$ cat src/design/lhst_pkg.sv
// Package with the types and constants of the LRU handle slot table.
package lhst_pkg;

   // Default number of slots in the table.
   localparam int SLOTS_DEF = 10;

   // Field widths.
   localparam int OWNER_W = 8;
   localparam int STAMP_W = 32;
   localparam int SLOT_W  = 4;

   // Request action codes.
   localparam logic ACT_ACCESS  = 1'b0;
   localparam logic ACT_RELEASE = 1'b1;

   // One request word.
   typedef struct packed {
      logic               action;
      logic [OWNER_W-1:0] owner;
   } req_type;

   // One response word.
   typedef struct packed {
      logic [SLOT_W-1:0]  slot;
      logic               hit;
      logic               evicted;
      logic [OWNER_W-1:0] evicted_owner;
      logic               released;
      logic               stamp_overflow;
   } rsp_type;

   // Control of the scan unit from the sequencer.
   typedef struct packed {
      logic clear;
      logic sample;
   } scan_ctl_type;

endpackage

$ cat src/design/lhst_ram.sv
// Generic single-clock RAM with one write port and one registered read port.
module lhst_ram #(
   parameter int WIDTH = 8,
   parameter int DEPTH = 16
) (
   input  logic                     clock,
   input  logic                     wr_en,
   input  logic [$clog2(DEPTH)-1:0] wr_addr,
   input  logic [WIDTH-1:0]         wr_data,
   input  logic [$clog2(DEPTH)-1:0] rd_addr,
   output logic [WIDTH-1:0]         rd_data
);

   logic [WIDTH-1:0] mem_ff [DEPTH];
   logic [WIDTH-1:0] rd_data_ff;

   // Write and registered read.
   always_ff @(posedge clock) begin
      if (wr_en) begin
         mem_ff[wr_addr] <= wr_data;
      end
      rd_data_ff <= mem_ff[rd_addr];
   end

   assign rd_data = rd_data_ff;

endmodule

$ cat src/design/lhst_scan.sv
// Scan unit: looks at one table entry per cycle while sample is set, for an owner match and the oldest stamp.
module lhst_scan #(
   parameter int SLOTS = lhst_pkg::SLOTS_DEF
) (
   input  logic                          clock,
   input  lhst_pkg::scan_ctl_type        ctl,
   input  logic [$clog2(SLOTS)-1:0]      idx,
   input  logic                          entry_valid,
   input  logic [lhst_pkg::OWNER_W-1:0]  entry_owner,
   input  logic [lhst_pkg::STAMP_W-1:0]  entry_stamp,
   input  logic [lhst_pkg::OWNER_W-1:0]  owner,
   output logic                          found,
   output logic [$clog2(SLOTS)-1:0]      found_idx,
   output logic [$clog2(SLOTS)-1:0]      min_idx,
   output logic [lhst_pkg::OWNER_W-1:0]  min_owner
);

   localparam int IDX_W = $clog2(SLOTS);

   logic                          found_ff, found_in;
   logic [IDX_W-1:0]              found_idx_ff, found_idx_in;
   logic [IDX_W-1:0]              min_idx_ff, min_idx_in;
   logic [lhst_pkg::OWNER_W-1:0]  min_owner_ff, min_owner_in;
   logic [lhst_pkg::STAMP_W-1:0]  min_stamp_ff, min_stamp_in;

   // Keep the first matching slot and the oldest stamp; a tie keeps the lower index.
   always_comb begin
      found_in     = found_ff;
      found_idx_in = found_idx_ff;
      min_idx_in   = min_idx_ff;
      min_owner_in = min_owner_ff;
      min_stamp_in = min_stamp_ff;
      if (ctl.clear) begin
         found_in = 1'b0;
      end else if (ctl.sample) begin
         if (!found_ff && entry_valid && (entry_owner == owner)) begin
            found_in     = 1'b1;
            found_idx_in = idx;
         end
         if ((idx == '0) || (entry_stamp < min_stamp_ff)) begin
            min_idx_in   = idx;
            min_owner_in = entry_owner;
            min_stamp_in = entry_stamp;
         end
      end
   end

   // The clear at each new request resets the search, so no reset is needed here.
   always_ff @(posedge clock) begin
      found_ff     <= found_in;
      found_idx_ff <= found_idx_in;
      min_idx_ff   <= min_idx_in;
      min_owner_ff <= min_owner_in;
      min_stamp_ff <= min_stamp_in;
   end

   assign found     = found_ff;
   assign found_idx = found_idx_ff;
   assign min_idx   = min_idx_ff;
   assign min_owner = min_owner_ff;

endmodule

$ cat src/design/lru_handle_slot_table.sv
// Top level of the LRU handle slot table: sequencer, valid bits, use counter and output register.
//
// Each request word is accepted in the idle state and then passes through a scan state, in
// which the owner and stamp memory is read slot by slot through its single read port, a
// drain state in which the last read lands, and an update state for the table update and
// write-back. One request is worked on at a time; the next one is taken while the previous
// response still waits in the output register. An access that misses and finds no free
// slot evicts the slot with the oldest stamp, the lower index winning a tie. The
// stamp_overflow flag is sticky once the 32-bit use counter wraps, after which eviction
// order may be wrong. Slot numbers are reported in four bits.
module lru_handle_slot_table #(
   parameter int SLOTS = lhst_pkg::SLOTS_DEF
) (
   input  logic              clock,
   input  logic              reset,
   input  logic              req_valid,
   output logic              req_stall,
   input  lhst_pkg::req_type req_data,
   output logic              rsp_valid,
   input  logic              rsp_stall,
   output lhst_pkg::rsp_type rsp_data
);

   localparam int IDX_W = $clog2(SLOTS);
   localparam int ENT_W = lhst_pkg::OWNER_W + lhst_pkg::STAMP_W;
   localparam logic [IDX_W-1:0] LAST_IDX = IDX_W'(SLOTS - 1);

   typedef enum logic [4:0] {
      ST_IDLE   = 5'b00001,
      ST_SCAN   = 5'b00010,
      ST_DRAIN  = 5'b00100,
      ST_UPDATE = 5'b01000,
      ST_FINISH = 5'b10000
   } state_type;

   state_type                    state_ff, state_in;
   lhst_pkg::req_type            req_ff, req_in;
   logic [IDX_W-1:0]             addr_ff, addr_in;
   logic                         sample_ff;
   logic [IDX_W-1:0]             samp_idx_ff;
   logic [SLOTS-1:0]             valid_ff, valid_in;
   logic [lhst_pkg::STAMP_W-1:0] counter_ff, counter_in;
   logic                         wrap_ff, wrap_in;
   lhst_pkg::rsp_type            res_ff, res_in;
   logic                         rsp_valid_ff, rsp_valid_in;
   lhst_pkg::rsp_type            rsp_data_ff, rsp_data_in;

   logic                         accept;
   logic                         out_free;
   lhst_pkg::scan_ctl_type       scan_ctl;
   logic                         found;
   logic [IDX_W-1:0]             found_idx;
   logic [IDX_W-1:0]             min_idx;
   logic [lhst_pkg::OWNER_W-1:0] min_owner;
   logic [IDX_W-1:0]             free_idx;
   logic                         all_valid;
   logic [IDX_W-1:0]             tgt_idx;
   logic                         ram_we;
   logic [ENT_W-1:0]             ram_rdata;

   // Handshake.
   assign accept    = req_valid && !req_stall;
   assign req_stall = (state_ff != ST_IDLE);
   assign out_free  = !rsp_valid_ff || !rsp_stall;

   // Owner and stamp of every slot live in one memory.
   lhst_ram #(
      .WIDTH(ENT_W),
      .DEPTH(SLOTS)
   ) u_ram (
      .clock  (clock),
      .wr_en  (ram_we),
      .wr_addr(tgt_idx),
      .wr_data({req_ff.owner, counter_ff}),
      .rd_addr(addr_ff),
      .rd_data(ram_rdata)
   );

   // Scan control: clear on a new word, sample each read that lands.
   assign scan_ctl.clear  = accept;
   assign scan_ctl.sample = sample_ff;

   lhst_scan #(
      .SLOTS(SLOTS)
   ) u_scan (
      .clock      (clock),
      .ctl        (scan_ctl),
      .idx        (samp_idx_ff),
      .entry_valid(valid_ff[samp_idx_ff]),
      .entry_owner(ram_rdata[ENT_W-1:lhst_pkg::STAMP_W]),
      .entry_stamp(ram_rdata[lhst_pkg::STAMP_W-1:0]),
      .owner      (req_ff.owner),
      .found      (found),
      .found_idx  (found_idx),
      .min_idx    (min_idx),
      .min_owner  (min_owner)
   );

   // Lowest free slot.
   always_comb begin
      free_idx = '0;
      for (int i = SLOTS - 1; i >= 0; i--) begin
         if (!valid_ff[i]) begin
            free_idx = IDX_W'(i);
         end
      end
   end

   assign all_valid = &valid_ff;

   // Sequencer, table update and result.
   always_comb begin
      state_in     = state_ff;
      req_in       = req_ff;
      addr_in      = addr_ff;
      valid_in     = valid_ff;
      counter_in   = counter_ff;
      wrap_in      = wrap_ff;
      res_in       = res_ff;
      rsp_valid_in = rsp_valid_ff && rsp_stall;
      rsp_data_in  = rsp_data_ff;
      tgt_idx      = found_idx;
      ram_we       = 1'b0;

      unique case (state_ff)
         ST_IDLE: begin
            if (accept) begin
               req_in   = req_data;
               addr_in  = '0;
               state_in = ST_SCAN;
            end
         end
         ST_SCAN: begin
            if (addr_ff == LAST_IDX) begin
               state_in = ST_DRAIN;
            end else begin
               addr_in = addr_ff + 1'b1;
            end
         end
         ST_DRAIN: begin
            state_in = ST_UPDATE;
         end
         ST_UPDATE: begin
            res_in = '0;
            if (req_ff.action == lhst_pkg::ACT_RELEASE) begin
               // A release clears the slot if the owner is present.
               if (found) begin
                  valid_in[found_idx] = 1'b0;
                  res_in.slot         = lhst_pkg::SLOT_W'(found_idx);
                  res_in.hit          = 1'b1;
                  res_in.released     = 1'b1;
               end
            end else begin
               // An access restamps a hit, else fills a free slot, else evicts the oldest.
               if (found) begin
                  tgt_idx    = found_idx;
                  res_in.hit = 1'b1;
               end else if (!all_valid) begin
                  tgt_idx = free_idx;
               end else begin
                  tgt_idx              = min_idx;
                  res_in.evicted       = 1'b1;
                  res_in.evicted_owner = min_owner;
               end
               ram_we            = 1'b1;
               valid_in[tgt_idx] = 1'b1;
               counter_in        = counter_ff + 1'b1;
               if (counter_ff == '1) begin
                  wrap_in = 1'b1;
               end
               res_in.slot = lhst_pkg::SLOT_W'(tgt_idx);
            end
            res_in.stamp_overflow = wrap_in;
            if (out_free) begin
               rsp_valid_in = 1'b1;
               rsp_data_in  = res_in;
               state_in     = ST_IDLE;
            end else begin
               state_in = ST_FINISH;
            end
         end
         ST_FINISH: begin
            if (out_free) begin
               rsp_valid_in = 1'b1;
               rsp_data_in  = res_ff;
               state_in     = ST_IDLE;
            end
         end
         default: begin
            state_in = ST_IDLE;
         end
      endcase
   end

   // Control registers.
   always_ff @(posedge clock) begin
      if (reset) begin
         state_ff     <= ST_IDLE;
         sample_ff    <= 1'b0;
         valid_ff     <= '0;
         counter_ff   <= '0;
         wrap_ff      <= 1'b0;
         rsp_valid_ff <= 1'b0;
      end else begin
         state_ff     <= state_in;
         sample_ff    <= (state_ff == ST_SCAN);
         valid_ff     <= valid_in;
         counter_ff   <= counter_in;
         wrap_ff      <= wrap_in;
         rsp_valid_ff <= rsp_valid_in;
      end
   end

   // Payload registers.
   always_ff @(posedge clock) begin
      req_ff      <= req_in;
      addr_ff     <= addr_in;
      samp_idx_ff <= addr_ff;
      res_ff      <= res_in;
      rsp_data_ff <= rsp_data_in;
   end

   assign rsp_valid = rsp_valid_ff;
   assign rsp_data  = rsp_data_ff;

endmodule

$ cat config.mk
export PLATFORM = sky130hd
export DESIGN_NAME = lru_handle_slot_table
export DESIGN_NICKNAME = d
export VERILOG_FILES = /design/src/design/lhst_pkg.sv /design/src/design/lhst_ram.sv /design/src/design/lhst_scan.sv /design/src/design/lru_handle_slot_table.sv
export SDC_FILE = /design/constraint.sdc
export NUM_CORES = 1
export LEC_CHECK = 0
export BUFFER_PORTS_ARGS = -buffer_cell sky130_fd_sc_hd__buf_2
export CAP_MARGIN = 20
export CORE_MARGIN = 5
export CORE_UTILIZATION = 24
export DETAILED_ROUTE_END_ITERATION = 8
export SLEW_MARGIN = 40
export SYNTH_ARGS = -nofsm -noshare
export SYNTH_HDL_FRONTEND = slang
export SYNTH_SLANG_ARGS = --single-unit
export TNS_END_PERCENT = 100
$ cat constraint.sdc
create_clock -name clock -period 14.5 [get_ports clock]
set_input_delay 2.9 -clock clock [delete_from_list [all_inputs] [get_ports clock]]
set_output_delay 2.9 -clock clock [all_outputs]
set_load 0.02 [all_outputs]
==> impl_metrics.prom, run 1 <==
# TYPE chip_impl_metric gauge
chip_impl_metric{name="power.density_cell_area",unit="nW/um^2"} 135
chip_impl_metric{name="grt_util_all_layers",unit="%"} 8.97
chip_impl_metric{name="critical_path.max_fanout",unit=""} 6
chip_impl_info{name="clock_tree_from_tritoncts",value="yes"} 1
chip_impl_metric{name="finalNetCount",unit=""} 1447
chip_impl_metric{name="detail_route.drc_violations",unit=""} 0
chip_impl_metric{name="finish.utilization",unit="%"} 28.2
chip_impl_metric{name="final_hold_vio_count",unit=""} 0
chip_impl_info{name="unrepaired_setup_endpoints_after_global_routing",value="no"} 1
chip_impl_metric{name="synth-simple-area-share",unit="%"} 6.15
chip_impl_metric{name="grt_overflow",unit=""} 0
chip_impl_metric{name="routedWlPerCell",unit="um"} 17.0
chip_impl_metric{name="ys_ff_latch",unit=""} 588
chip_impl_metric{name="insertedDiodeCount",unit=""} 0
chip_impl_metric{name="async_flop_share",unit="%"} 0
chip_impl_metric{name="final_cycle_utilization_of_the_critical_path",unit="%"} 30.6
chip_impl_info{name="run_status",value="finished clean"} 1
chip_impl_metric{name="synth_area",unit="um^2"} 22800
chip_impl_metric{name="postCtsHoldBufs",unit=""} 0
chip_impl_metric{name="cts_max_level",unit=""} 2
chip_impl_metric{name="placeable_core_region",unit="um^2"} 94600
chip_impl_metric{name="insertion_delay",unit="ps"} 610
chip_impl_metric{name="synth_fa_ha_area_share",unit="%"} 1.87
chip_impl_metric{name="worst-r2r-setup-slack",unit="ps"} 10390
chip_impl_metric{name="floorplan.initialDensity",unit="%"} 24.1
chip_impl_metric{name="cts_buffer_depth",unit=""} 3
chip_impl_metric{name="detailroute.via_count",unit=""} 11625
chip_impl_info{name="layout.cells.most_common_list",value="sky130_fd_sc_hd__edfxtp_1, sky130_fd_sc_hd__dfxtp_1, sky130_fd_sc_hd__mux4_2"} 1
chip_impl_metric{name="hold-path-cell-count",unit=""} 0
chip_impl_info{name="whs_endpoint",value="u_scan.min_stamp_ff[26]$_DFFE_PP_"} 1
chip_impl_metric{name="postSynthAreaPerCell",unit="um^2"} 17.0
chip_impl_metric{name="synth_enable_flop_cells",unit=""} 493
chip_impl_metric{name="cts_buffers",unit=""} 56
chip_impl_metric{name="fraction_of_the_mapped_netlist_area_in_compound_gates",unit="%"} 5.14
chip_impl_metric{name="clock-sinks",unit=""} 588
chip_impl_metric{name="cp_data_arrival_time",unit="ps"} 1540
chip_impl_metric{name="preCtsSetupSlack",unit="ps"} 9170
chip_impl_metric{name="synth_cells",unit=""} 1340
chip_impl_metric{name="postSynthNetCount",unit=""} 1387
chip_impl_metric{name="routed_via_density",unit=""} 4.29
chip_impl_metric{name="drt-initial-drc-count",unit=""} 779
chip_impl_info{name="timing.rr.end",value="u_ram.mem_ff[6][15]$_DFFE_PP_"} 1
chip_impl_metric{name="drive_above_1_share",unit="%"} 18.0
chip_impl_info{name="synth_top_family_by_area",value="multiplexers"} 1
chip_impl_info{name="setup.worst_path.start_class",value="register"} 1
chip_impl_metric{name="slew_headroom",unit="%"} 43.6
chip_impl_info{name="worst_r2r_startpoint",value="state_ff[4]$_SDFFE_PP0P_"} 1
chip_impl_metric{name="path_clk_slew",unit="ps"} 60
chip_impl_metric{name="post_synth_xor_area_fraction",unit="%"} 1.46
chip_impl_metric{name="floorplan.die.height",unit="um"} 318
chip_impl_metric{name="drt_wl_total",unit="mm"} 46.0
chip_impl_metric{name="grt_antenna_before_repair",unit=""} 0
chip_impl_metric{name="total_negative_slack_for_setup_checks",unit="ps"} 0
chip_impl_info{name="hold_class",value="register to register"} 1
chip_impl_metric{name="rows",unit=""} 113
chip_impl_metric{name="synth_mux_area_share",unit="%"} 10.3
chip_impl_metric{name="ant_nets",unit=""} 0
chip_impl_metric{name="timing.max_cap.violations",unit=""} 0
chip_impl_metric{name="timing.final.max_slew_violations",unit=""} 0
chip_impl_metric{name="first_global_vias",unit=""} 12187
chip_impl_metric{name="fmax",unit="MHz"} 225
chip_impl_metric{name="hpwlAfterDp",unit="mm"} 26.3
chip_impl_info{name="synth_top_cells_by_area",value="sky130_fd_sc_hd__edfxtp_1, sky130_fd_sc_hd__dfxtp_1, sky130_fd_sc_hd__mux4_2"} 1
chip_impl_metric{name="areaGrowthSynthToFinish",unit="%"} 17.1
chip_impl_metric{name="die-area",unit="um^2"} 101000
chip_impl_metric{name="post_cts_resized",unit=""} 0
chip_impl_metric{name="tightestPinTransition",unit="ps"} 846
chip_impl_metric{name="post_synth_num_cell_types",unit=""} 61
chip_impl_metric{name="critical_path_required",unit="ps"} 11600
chip_impl_metric{name="clock-skew-final",unit="ps"} 15.0
chip_impl_metric{name="design.portCount",unit=""} 31
chip_impl_metric{name="fin_crit",unit="ps"} 4440
chip_impl_metric{name="routabilityCongestion",unit=""} 0.824
chip_impl_metric{name="postCtsSetupRepairBufs",unit=""} 0
chip_impl_metric{name="reg2regPathDepth",unit=""} 6
chip_impl_info{name="hold_start",value="u_ram.rd_data[26]$_DFF_P_"} 1
chip_impl_info{name="synth_top_area_cell",value="sky130_fd_sc_hd__edfxtp_1"} 1
chip_impl_metric{name="grt_start_max_net_pins",unit=""} 84
chip_impl_metric{name="synth.top_cell.area_share",unit="%"} 65.1
chip_impl_metric{name="yosysSeqAreaShare",unit="%"} 73.4
chip_impl_metric{name="report.final.setup_viol",unit=""} 0
chip_impl_metric{name="drt_pre_antenna_iters",unit=""} 5
chip_impl_info{name="layout_commonest_cell",value="sky130_fd_sc_hd__edfxtp_1"} 1
chip_impl_metric{name="leakage_power",unit="nW"} 8.74
chip_impl_metric{name="p_total",unit="mW"} 3.60
chip_impl_info{name="timing_worst_setup_path_type",value="register to primary output"} 1
chip_impl_info{name="clk_tree_root_cell",value="sky130_fd_sc_hd__clkbuf_16"} 1
chip_impl_info{name="postSynth.topFlopCell",value="sky130_fd_sc_hd__edfxtp_1"} 1
chip_impl_metric{name="ir_worst_vdd",unit="V"} 0.0000917
chip_impl_info{name="crit_path_end_kind",value="primary output"} 1
chip_impl_metric{name="timing.final.ws_setup",unit="ps"} 10060
chip_impl_metric{name="yosysWarnings",unit=""} 0
chip_impl_metric{name="die_w",unit="um"} 318
chip_impl_metric{name="wire_length_of_the_first_global_routing_pass",unit="mm"} 72.4
chip_impl_metric{name="placement.io_buffers",unit=""} 30
[power breakdown]
part | switching (mW) | leakage, nW | internal [mW]
logic | 0.0968 | 2.37 | 0.0808
clock network | 0.611 | 0.995 | 0.948
registers | 0.0241 | 5.37 | 1.84
[metrics by stage]
stage,area [um^2],cells,hold WS [ps]
after floorplan,22800,1340,346
after global placement,24500,2603,422
after detailed placement,24600,2606,426
after CTS,26600,2711,442
after global routing,26600,2712,450
final,26600,2712,440
[worst max-delay path, stage by stage (launching register included)]
cell and delay, ps:
sky130_fd_sc_hd__dfxtp_1 370, sky130_fd_sc_hd__nor2_1 250, sky130_fd_sc_hd__nand3_1 130, sky130_fd_sc_hd__buf_2 190
[layout make-up]
class / instances / area (um^2)
tap: 1265 / 1580
sequential: 588 / 16700
multi-input combinational: 655 / 5770
timing repair buffer: 55 / 397
clock buffer: 71 / 1580
clock inverter: 34 / 440
inverter: 44 / 165
fill: 9312 / 67900
[cells in the mapped netlist (2+ instances only)]
| library cell | instances |
|---|---|
| sky130_fd_sc_hd__nand3b_1 | 4 |
| sky130_fd_sc_hd__xor2_1 | 27 |
| sky130_fd_sc_hd__nand4_1 | 18 |
| sky130_fd_sc_hd__nor3b_1 | 2 |
| sky130_fd_sc_hd__edfxtp_1 | 493 |
| sky130_fd_sc_hd__o21bai_1 | 4 |
| sky130_fd_sc_hd__a31oi_1 | 3 |
| sky130_fd_sc_hd__a211oi_1 | 50 |
| sky130_fd_sc_hd__mux4_2 | 82 |
| sky130_fd_sc_hd__buf_2 | 8 |
| sky130_fd_sc_hd__nor2_1 | 67 |
| sky130_fd_sc_hd__nand2b_1 | 6 |
| sky130_fd_sc_hd__nand2_1 | 52 |
| sky130_fd_sc_hd__o31ai_1 | 4 |
| sky130_fd_sc_hd__o21a_1 | 3 |
| sky130_fd_sc_hd__o21ai_0 | 26 |
| sky130_fd_sc_hd__dfxtp_1 | 95 |
| sky130_fd_sc_hd__nor3_1 | 10 |
| sky130_fd_sc_hd__clkbuf_1 | 36 |
| sky130_fd_sc_hd__and3_1 | 5 |
| sky130_fd_sc_hd__a21oi_1 | 72 |
| sky130_fd_sc_hd__and2_1 | 9 |
| sky130_fd_sc_hd__mux2i_1 | 41 |
| sky130_fd_sc_hd__a21boi_0 | 2 |
| sky130_fd_sc_hd__mux2_2 | 7 |
| sky130_fd_sc_hd__and4_1 | 3 |
| sky130_fd_sc_hd__nor4_2 | 3 |
| sky130_fd_sc_hd__a41oi_1 | 2 |
| sky130_fd_sc_hd__buf_1 | 9 |
| sky130_fd_sc_hd__or3_1 | 6 |
| sky130_fd_sc_hd__a21o_1 | 5 |
| sky130_fd_sc_hd__ha_1 | 34 |
| sky130_fd_sc_hd__or2_2 | 3 |
| sky130_fd_sc_hd__nand3_1 | 18 |
| sky130_fd_sc_hd__and3b_1 | 2 |
| sky130_fd_sc_hd__inv_1 | 44 |
| sky130_fd_sc_hd__nor2b_1 | 45 |
| sky130_fd_sc_hd__xnor2_1 | 11 |
| sky130_fd_sc_hd__a22o_1 | 2 |
| sky130_fd_sc_hd__nor4_1 | 6 |
[routing by layer]
layer	vias to the layer above	share of wire, %	global-route usage, %
li1	5355	-	-
met1	5938	44	11.7
met2	250	49	15.2
met3	82	4.3	1.51
met4	0	2.6	2.98
met5	-	0	0
[worst max path at each step]
stage | from | endpoint | slack, ps | cells after the start
2_1_floorplan | req_valid | u_scan.min_idx[0]$_DFFE_PP_ | 7600 | 5
3_3_place_gp | req_valid | u_scan.min_stamp_ff[25]$_DFFE_PP_ | 8910 | 7
3_5_place_dp | req_valid | u_scan.min_stamp_ff[25]$_DFFE_PP_ | 9170 | 7
4_1_cts | req_valid | u_scan.min_stamp_ff[24]$_DFFE_PP_ | 9820 | 7
5_1_grt | state_ff[1]$_SDFFE_PP0P_ | req_stall | 9920 | 3
6_report | state_ff[1]$_SDFFE_PP0P_ | req_stall | 10060 | 3
[sequential cells by signal, indices dropped and copies added, names as in the netlist, 5 cells and up]
signal	flops
u_ram.mem_ff	400
res_ff	16
rsp_data	16
state_ff	5
valid_ff	10
u_scan.min_owner	8
u_scan.min_stamp_ff	32
u_ram.rd_data	40
counter_ff	32
req_ff	9
[kinds of logic (layout without fill, tap and decap cells)]
| kind of cell | count (synthesis) | after routing |
|---|---|---|
| AOI/OAI and AO/OA | 186 | 186 |
| xor gates and xnor gates | 38 | 38 |
| adders and majority gates | 34 | 34 |
| buffers and inverters | 97 | 204 |
| DFF | 588 | 588 |
| muxes | 131 | 131 |
| and+or+nand+nor | 266 | 266 |
No activity file was read; power rests on OpenSTA's default activity.
==> inputs of run 2 (changes only) <==
==> constraint.sdc (replaced) <==
create_clock -name clock -period 3.6 [get_ports clock]
set_input_delay 0.72 -clock clock [delete_from_list [all_inputs] [get_ports clock]]
set_output_delay 0.72 -clock clock [all_outputs]
set_load 0.02 [all_outputs]
==> run 2 against run 1 <==
- flip-flop and latch count is the same
- via count is 1.7% higher
- sequential power grew to 4.0 times the previous value
- critical path depth rose by 3
- count of clock-buffer cells in the layout up 8
- critical path type is now register to register
- critical endpoint is now u_ram.mem_ff[6][21]$_DFFE_PP_
==> impl_metrics.prom, run 2 (synthesis gave the netlist of run 1 again) <==
# TYPE chip_impl_metric gauge
chip_impl_metric{name="switching_share",unit="%"} 20.8
chip_impl_info{name="clock_tree_from_tritoncts",value="yes"} 1
chip_impl_metric{name="total_negative_slack_for_setup_checks",unit="ps"} 0
chip_impl_metric{name="die-area",unit="um^2"} 101000
chip_impl_metric{name="hpwlAfterDp",unit="mm"} 26.9
chip_impl_metric{name="finalNetCount",unit=""} 1468
chip_impl_metric{name="leakage_power",unit="nW"} 8.75
chip_impl_metric{name="cts_buffer_depth",unit=""} 3
chip_impl_metric{name="insertion_delay",unit="ps"} 610
chip_impl_metric{name="multi_input_area",unit="um^2"} 5770
chip_impl_metric{name="fmax",unit="MHz"} 339
chip_impl_info{name="layout_commonest_cell",value="sky130_fd_sc_hd__edfxtp_1"} 1
chip_impl_metric{name="grt_overflow",unit=""} 0
chip_impl_metric{name="placeable_core_region",unit="um^2"} 94600
chip_impl_metric{name="grt_util_all_layers",unit="%"} 9.02
chip_impl_info{name="setup.worst_path.start_class",value="register"} 1
chip_impl_info{name="slowest_cell_on_the_critical_path",value="sky130_fd_sc_hd__nor2_4"} 1
chip_impl_metric{name="final_hold_vio_count",unit=""} 0
chip_impl_info{name="clk_tree_root_cell",value="sky130_fd_sc_hd__clkbuf_16"} 1
chip_impl_metric{name="drive_above_1_share",unit="%"} 18.0
chip_impl_metric{name="drt_pre_antenna_iters",unit=""} 5
chip_impl_metric{name="path_clk_slew",unit="ps"} 60
chip_impl_info{name="crit_path_end_kind",value="register"} 1
chip_impl_metric{name="wire_length_of_the_first_global_routing_pass",unit="mm"} 73.4
chip_impl_metric{name="timing.max_cap.violations",unit=""} 0
chip_impl_metric{name="cts_buffers",unit=""} 57
chip_impl_metric{name="critical_path.max_fanout",unit=""} 17
chip_impl_metric{name="routed_via_density",unit=""} 4.32
chip_impl_metric{name="drt-initial-drc-count",unit=""} 855
chip_impl_metric{name="internal-power",unit="mW"} 11.1
chip_impl_metric{name="insertedDiodeCount",unit=""} 0
chip_impl_metric{name="power_frac_seq",unit="%"} 53.5
chip_impl_metric{name="areaGrowthSynthToFinish",unit="%"} 17.3
chip_impl_metric{name="post_cts_resized",unit=""} 0
chip_impl_metric{name="timing.final.max_slew_violations",unit=""} 0
chip_impl_metric{name="routedWlPerCell",unit="um"} 16.9
chip_impl_info{name="run_status",value="finished clean"} 1
chip_impl_metric{name="cp_data_arrival_time",unit="ps"} 3250
chip_impl_metric{name="final_cycle_utilization_of_the_critical_path",unit="%"} 81.8
chip_impl_metric{name="clock-sinks",unit=""} 588
chip_impl_metric{name="design.portCount",unit=""} 31
chip_impl_metric{name="detailroute.via_count",unit=""} 11826
chip_impl_metric{name="power.combinational.fraction",unit="%"} 5.1
chip_impl_metric{name="count_of_non_filler_cells_in_the_finished_layout",unit=""} 2735
chip_impl_metric{name="slew_headroom",unit="%"} 48.0
chip_impl_info{name="hold_class",value="primary input to register"} 1
chip_impl_info{name="critical_path.cell_chain",value="nor4_2, nand2_1, or3_1, a22o_1, nor2_4, buf_12"} 1
chip_impl_metric{name="critical_path_required",unit="ps"} 3910
chip_impl_metric{name="first_global_vias",unit=""} 12297
chip_impl_metric{name="report.final.setup_viol",unit=""} 0
chip_impl_metric{name="power.density_cell_area",unit="nW/um^2"} 526
chip_impl_metric{name="placement.io_buffers",unit=""} 30
chip_impl_metric{name="postCtsSetupRepairBufs",unit=""} 0
chip_impl_info{name="regMostFlops",value="u_ram.mem_ff"} 1
chip_impl_metric{name="floorplan.initialDensity",unit="%"} 24.1
chip_impl_metric{name="cts_max_level",unit=""} 2
chip_impl_metric{name="die_w",unit="um"} 318
chip_impl_metric{name="rows",unit=""} 113
chip_impl_metric{name="tightestPinTransition",unit="ps"} 777
chip_impl_metric{name="crit_path_max_incr_delay",unit="ps"} 550
chip_impl_metric{name="grt_start_max_net_pins",unit=""} 85
chip_impl_metric{name="filler_cell_count",unit=""} 9317
chip_impl_metric{name="fin_crit",unit="ps"} 2950
chip_impl_metric{name="switching_power",unit="mW"} 2.93
chip_impl_metric{name="grt_antenna_before_repair",unit=""} 0
chip_impl_metric{name="ir_worst_vdd",unit="V"} 0.000317
chip_impl_metric{name="floorplan.die.height",unit="um"} 318
chip_impl_metric{name="largest_reg_flops",unit=""} 400
chip_impl_metric{name="sequential_cell_area",unit="um^2"} 16700
chip_impl_info{name="unrepaired_setup_endpoints_after_global_routing",value="no"} 1
chip_impl_info{name="layout.cells.most_common_list",value="sky130_fd_sc_hd__edfxtp_1, sky130_fd_sc_hd__dfxtp_1, sky130_fd_sc_hd__mux4_2"} 1
chip_impl_metric{name="clkPwrFrac",unit="%"} 41.3
chip_impl_metric{name="clock-skew-final",unit="ps"} 15.9
chip_impl_metric{name="detail_route.drc_violations",unit=""} 0
chip_impl_metric{name="routabilityCongestion",unit=""} 0.828
chip_impl_metric{name="finish.utilization",unit="%"} 28.2
chip_impl_metric{name="ant_nets",unit=""} 0
chip_impl_metric{name="p_total",unit="mW"} 14.0
chip_impl_metric{name="postCtsHoldBufs",unit=""} 0
chip_impl_info{name="timing_worst_setup_path_type",value="register to register"} 1
chip_impl_metric{name="placed_cells_incl_taps",unit=""} 2627
chip_impl_metric{name="drt_wl_total",unit="mm"} 46.3
## run 2: per-stage QoR
| stage | hold slack [ps] | instance area [um^2] | worst slack, ps |
|---|---|---|---|
| floorplan | 346 | 22800 | -319 |
| global placement | 425 | 24800 | 637 |
| detailed placement | 426 | 24900 | 687 |
| CTS | 251 | 26700 | 649 |
| global route | 264 | 26700 | 491 |
| finish | 298 | 26700 | 654 |
## run 2: routing by layer
layer  track usage, %  share of wire (%)  vias to the layer above
met2             15.4                 49                      255
li1                 -                  -                     5392
met3             1.36                4.2                       78
met5                0                  0                        -
met1             11.9                 44                     6101
met4             2.90                2.5                        0
## run 2: area by class of cell
| type | count | area share, % |
|---|---|---|
| flip-flops and latches | 588 | 62.6 |
| multi-input cells | 655 | 21.6 |
| well taps | 1265 | 5.93 |
| repair buffers | 75 | 2.39 |
| inverters | 44 | 0.619 |
| clock buffers | 79 | 6.08 |
| clock inverters | 29 | 0.797 |
## run 2: critical path: cells and delay by family (launching register included)
family | cells | cell delay [ps]
flops | 1 | 370
compound gates | 1 | 420
simple gates | 4 | 1600
buf+inv | 1 | 250
## run 2: path summary, 6_finish.rpt
kind	startpoint	end	slack, ps	depth (start not counted)
setup / recovery	state_ff[0]$_SDFFE_PP1P_	u_ram.mem_ff[6][21]$_DFFE_PP_	650	6
hold / removal	req_data[3]	req_ff[3]$_DFFE_PP_	300	1
setup reg to reg	state_ff[0]$_SDFFE_PP1P_	u_ram.mem_ff[6][21]$_DFFE_PP_	650	6
hold reg to reg	u_ram.rd_data[10]$_DFF_P_	u_scan.min_stamp_ff[10]$_DFFE_PP_	440	0
## run 2: power groups by stage
stage | clock network (mW) | logic (mW) | registers [mW]
after CTS | 5.97 | 0.740 | 7.52
after global routing | 6.24 | 0.803 | 7.53
final | 5.80 | 0.721 | 7.52
after global placement | 0 | 0.720 | 7.67
after floorplan | 0 | 0.552 | 7.62
after detailed placement | 0 | 0.738 | 7.66
==> inputs of run 3 (changes only) <==
==> constraint.sdc (replaced) <==
create_clock -name clock -period 2.6 [get_ports clock]
set_input_delay 0.52 -clock clock [delete_from_list [all_inputs] [get_ports clock]]
set_output_delay 0.52 -clock clock [all_outputs]
set_load 0.02 [all_outputs]
==> run 3 against run 2 <==
- cell area grew 3.7%
- hold slack got worse by 210 ps
- routed wire length grew 3.0%
- register-to-register slack worse by 590 ps
- clock skew grew 14 ps
- critical endpoint is now u_ram.mem_ff[9][23]$_DFFE_PP_
- via count increased by 0.98%
- die area stayed put
- clock power is 52% higher
- sequential power is 38% higher
- total power grew 44%
- utilization increased by 1.0 points
==> impl_metrics.prom, run 3 (synthesis gave the netlist of run 1 again) <==
# TYPE chip_impl_metric gauge
chip_impl_metric{name="cts_max_level",unit=""} 2
chip_impl_metric{name="floorplan.die.height",unit="um"} 318
chip_impl_info{name="globalRoute.busiestLayer",value="met2"} 1
chip_impl_metric{name="largest_reg_flops",unit=""} 400
chip_impl_metric{name="final_hold_vio_count",unit=""} 0
chip_impl_metric{name="final_cycle_utilization_of_the_critical_path",unit="%"} 97.4
chip_impl_metric{name="clock-skew-final",unit="ps"} 30.0
chip_impl_metric{name="use_met1",unit="%"} 12.3
chip_impl_metric{name="detail_route.drc_violations",unit=""} 0
chip_impl_metric{name="worst-r2r-setup-slack",unit="ps"} 70
chip_impl_info{name="crit_end",value="u_ram.mem_ff[9][23]$_DFFE_PP_"} 1
chip_impl_info{name="setup.worst_path.start_class",value="register"} 1
chip_impl_metric{name="grt_overflow",unit=""} 0
chip_impl_metric{name="hpwlAfterDp",unit="mm"} 29.6
chip_impl_metric{name="drt_pre_antenna_iters",unit=""} 6
chip_impl_metric{name="multi_input_area",unit="um^2"} 5880
chip_impl_metric{name="met3_track_demand_over_resource_in_global_routing",unit="%"} 1.64
chip_impl_metric{name="placeable_core_region",unit="um^2"} 94600
chip_impl_metric{name="placement.io_buffers",unit=""} 30
chip_impl_metric{name="detailed_place.area",unit="um^2"} 25500
chip_impl_metric{name="floorplan.initialDensity",unit="%"} 24.1
chip_impl_metric{name="rows",unit=""} 113
chip_impl_metric{name="ant_nets",unit=""} 0
chip_impl_metric{name="wire_length_of_the_first_global_routing_pass",unit="mm"} 74.1
chip_impl_metric{name="die_w",unit="um"} 318
chip_impl_metric{name="path_clk_slew",unit="ps"} 60
chip_impl_metric{name="critical_path_required",unit="ps"} 2890
chip_impl_metric{name="timing.final.max_slew_violations",unit=""} 0
chip_impl_metric{name="cp_data_arrival_time",unit="ps"} 2830
chip_impl_metric{name="timing.final.ws_setup",unit="ps"} 66.3
chip_impl_metric{name="drive_above_1_share",unit="%"} 22.8
chip_impl_info{name="regMostFlops",value="u_ram.mem_ff"} 1
chip_impl_metric{name="met2_track_utilization_from_global_routing",unit="%"} 15.4
chip_impl_metric{name="final_design_area_no_fill",unit="um^2"} 27700
chip_impl_metric{name="timing.max_cap.violations",unit=""} 0
chip_impl_info{name="run_status",value="finished clean"} 1
chip_impl_metric{name="first_global_vias",unit=""} 12269
chip_impl_metric{name="sequential_cell_area",unit="um^2"} 16700
chip_impl_metric{name="drt-initial-drc-count",unit=""} 933
chip_impl_metric{name="finish.utilization",unit="%"} 29.3
chip_impl_metric{name="insertion_delay",unit="ps"} 620
chip_impl_metric{name="power.density_cell_area",unit="nW/um^2"} 733
chip_impl_info{name="clock_tree_from_tritoncts",value="yes"} 1
chip_impl_metric{name="routed_via_density",unit=""} 4.28
chip_impl_metric{name="fmax",unit="MHz"} 395
chip_impl_info{name="layout.cells.most_common_list",value="sky130_fd_sc_hd__edfxtp_1, sky130_fd_sc_hd__dfxtp_1, sky130_fd_sc_hd__mux4_2"} 1
chip_impl_metric{name="critical_path.max_fanout",unit=""} 26
chip_impl_metric{name="filler_cell_count",unit=""} 9233
chip_impl_metric{name="die-area",unit="um^2"} 101000
chip_impl_metric{name="ir_worst_vdd",unit="V"} 0.000469
chip_impl_metric{name="leakage_power",unit="nW"} 9.21
chip_impl_info{name="crit_start",value="valid_ff[6]$_SDFFE_PP0P_"} 1
chip_impl_metric{name="fin_crit",unit="ps"} 2530
chip_impl_metric{name="tightestPinTransition",unit="ps"} 705
chip_impl_info{name="hold_class",value="primary input to register"} 1
chip_impl_info{name="clk_tree_root_cell",value="sky130_fd_sc_hd__clkbuf_16"} 1
chip_impl_metric{name="grt_start_max_net_pins",unit=""} 83
chip_impl_info{name="timing_worst_setup_path_type",value="register to register"} 1
chip_impl_metric{name="grt_antenna_before_repair",unit=""} 0
chip_impl_metric{name="routedWlPerCell",unit="um"} 17.1
chip_impl_metric{name="finalNetCount",unit=""} 1525
chip_impl_metric{name="routabilityCongestion",unit=""} 0.792
chip_impl_info{name="timing.rr.end",value="u_ram.mem_ff[9][23]$_DFFE_PP_"} 1
chip_impl_metric{name="clock-sinks",unit=""} 588
chip_impl_metric{name="reg2regPathDepth",unit=""} 7
chip_impl_metric{name="design.portCount",unit=""} 31
chip_impl_metric{name="report.final.setup_viol",unit=""} 0
chip_impl_info{name="crit_path_end_kind",value="register"} 1
chip_impl_metric{name="cts_buffer_depth",unit=""} 3
chip_impl_metric{name="drt_wl_total",unit="mm"} 47.7
chip_impl_metric{name="slew_headroom",unit="%"} 52.8
chip_impl_metric{name="preCtsSetupSlack",unit="ps"} 3.42
chip_impl_metric{name="total_negative_slack_for_setup_checks",unit="ps"} 0
chip_impl_metric{name="p_total",unit="mW"} 20.3
chip_impl_info{name="layout_commonest_cell",value="sky130_fd_sc_hd__edfxtp_1"} 1
chip_impl_metric{name="detailroute.via_count",unit=""} 11942
chip_impl_metric{name="grt_util_all_layers",unit="%"} 9.22
chip_impl_metric{name="areaGrowthSynthToFinish",unit="%"} 21.6
chip_impl_info{name="worst_r2r_startpoint",value="valid_ff[6]$_SDFFE_PP0P_"} 1
chip_impl_metric{name="cts_buffers",unit=""} 57
-- run 3: cell types whose count changed in the layout (fill, tap and decap cells not counted), moves of 3 or more --
cell / change
sky130_fd_sc_hd__nand2_1: -3
sky130_fd_sc_hd__buf_4: +39
sky130_fd_sc_hd__buf_12: +19
sky130_fd_sc_hd__clkinv_1: -7
sky130_fd_sc_hd__dfxtp_1: -3
sky130_fd_sc_hd__nand2_2: +3
sky130_fd_sc_hd__dfxtp_2: +3
sky130_fd_sc_hd__bufinv_16: +8
-- run 3: metrics by stage --
| stage | cells | hold slack [ps] |
|---|---|---|
| global route | 2792 | 51.7 |
| finish | 2793 | 86.2 |
| floorplan | 1340 | 346 |
| global placement | 2679 | 417 |
| CTS | 2787 | 46.5 |
| detailed placement | 2679 | 415 |
-- run 3: how the worst min path moves through the flow --
stage | start | endpoint | slack [ps] | depth (start not counted)
floorplan | addr_ff[3]$_SDFFCE_PN0P_ | samp_idx_ff[3]$_DFF_P_ | 350 | 0
global placement | u_ram.rd_data[11]$_DFF_P_ | u_scan.min_stamp_ff[11]$_DFFE_PP_ | 420 | 0
detailed placement | u_ram.rd_data[0]$_DFF_P_ | u_scan.min_stamp_ff[0]$_DFFE_PP_ | 410 | 0
CTS | req_data[8] | req_ff[8]$_DFFE_PP_ | 50 | 1
global route | req_data[8] | req_ff[8]$_DFFE_PP_ | 50 | 1
finish | req_data[3] | req_ff[3]$_DFFE_PP_ | 90 | 1
-- run 3: timing repair --
item / 4_1_cts / 5_1_grt
resized for setup: 1 / 12
hold buffers: 0 / 0
pin swaps: 0 / 3
setup endpoints to repair: 54 / 379
setup buffers: 0 / 5
-- run 3: worst max-delay path: stages, from the launching register on --
cell and delay (ps):
sky130_fd_sc_hd__dfxtp_1 450, sky130_fd_sc_hd__nand4_1 140, sky130_fd_sc_hd__buf_4 180, sky130_fd_sc_hd__o41a_1 460, sky130_fd_sc_hd__nor2_1 230, sky130_fd_sc_hd__o2111ai_2 260, sky130_fd_sc_hd__nor2_4 230, sky130_fd_sc_hd__buf_12 240
-- run 3: final cells by class --
type                       instances  share of cell area [%]
multi-input combinational        655                    21.2
timing repair buffer             132                    4.72
clock inverter                    32                    1.69
antenna                            1                 0.00904
tap                             1265                    5.72
clock buffer                      76                    5.63
inverter                          44                   0.610
sequential                       588                    60.4
-- run 3: metal layers --
| layer | wire, um | vias to the layer above |
|---|---|---|
| li1 | - | 5509 |
| met1 | 21300 | 6057 |
| met2 | 22900 | 296 |
| met3 | 2370 | 80 |
| met4 | 1180 | 0 |
| met5 | 0 | - |
-- run 3: where the power goes --
part | internal, mW | switching [mW] | leakage [nW] | total (mW)
clock | 5.32 | 3.47 | 0.985 | 8.79
combinational | 0.516 | 0.584 | 2.85 | 1.10
sequential | 10.3 | 0.127 | 5.37 | 10.4
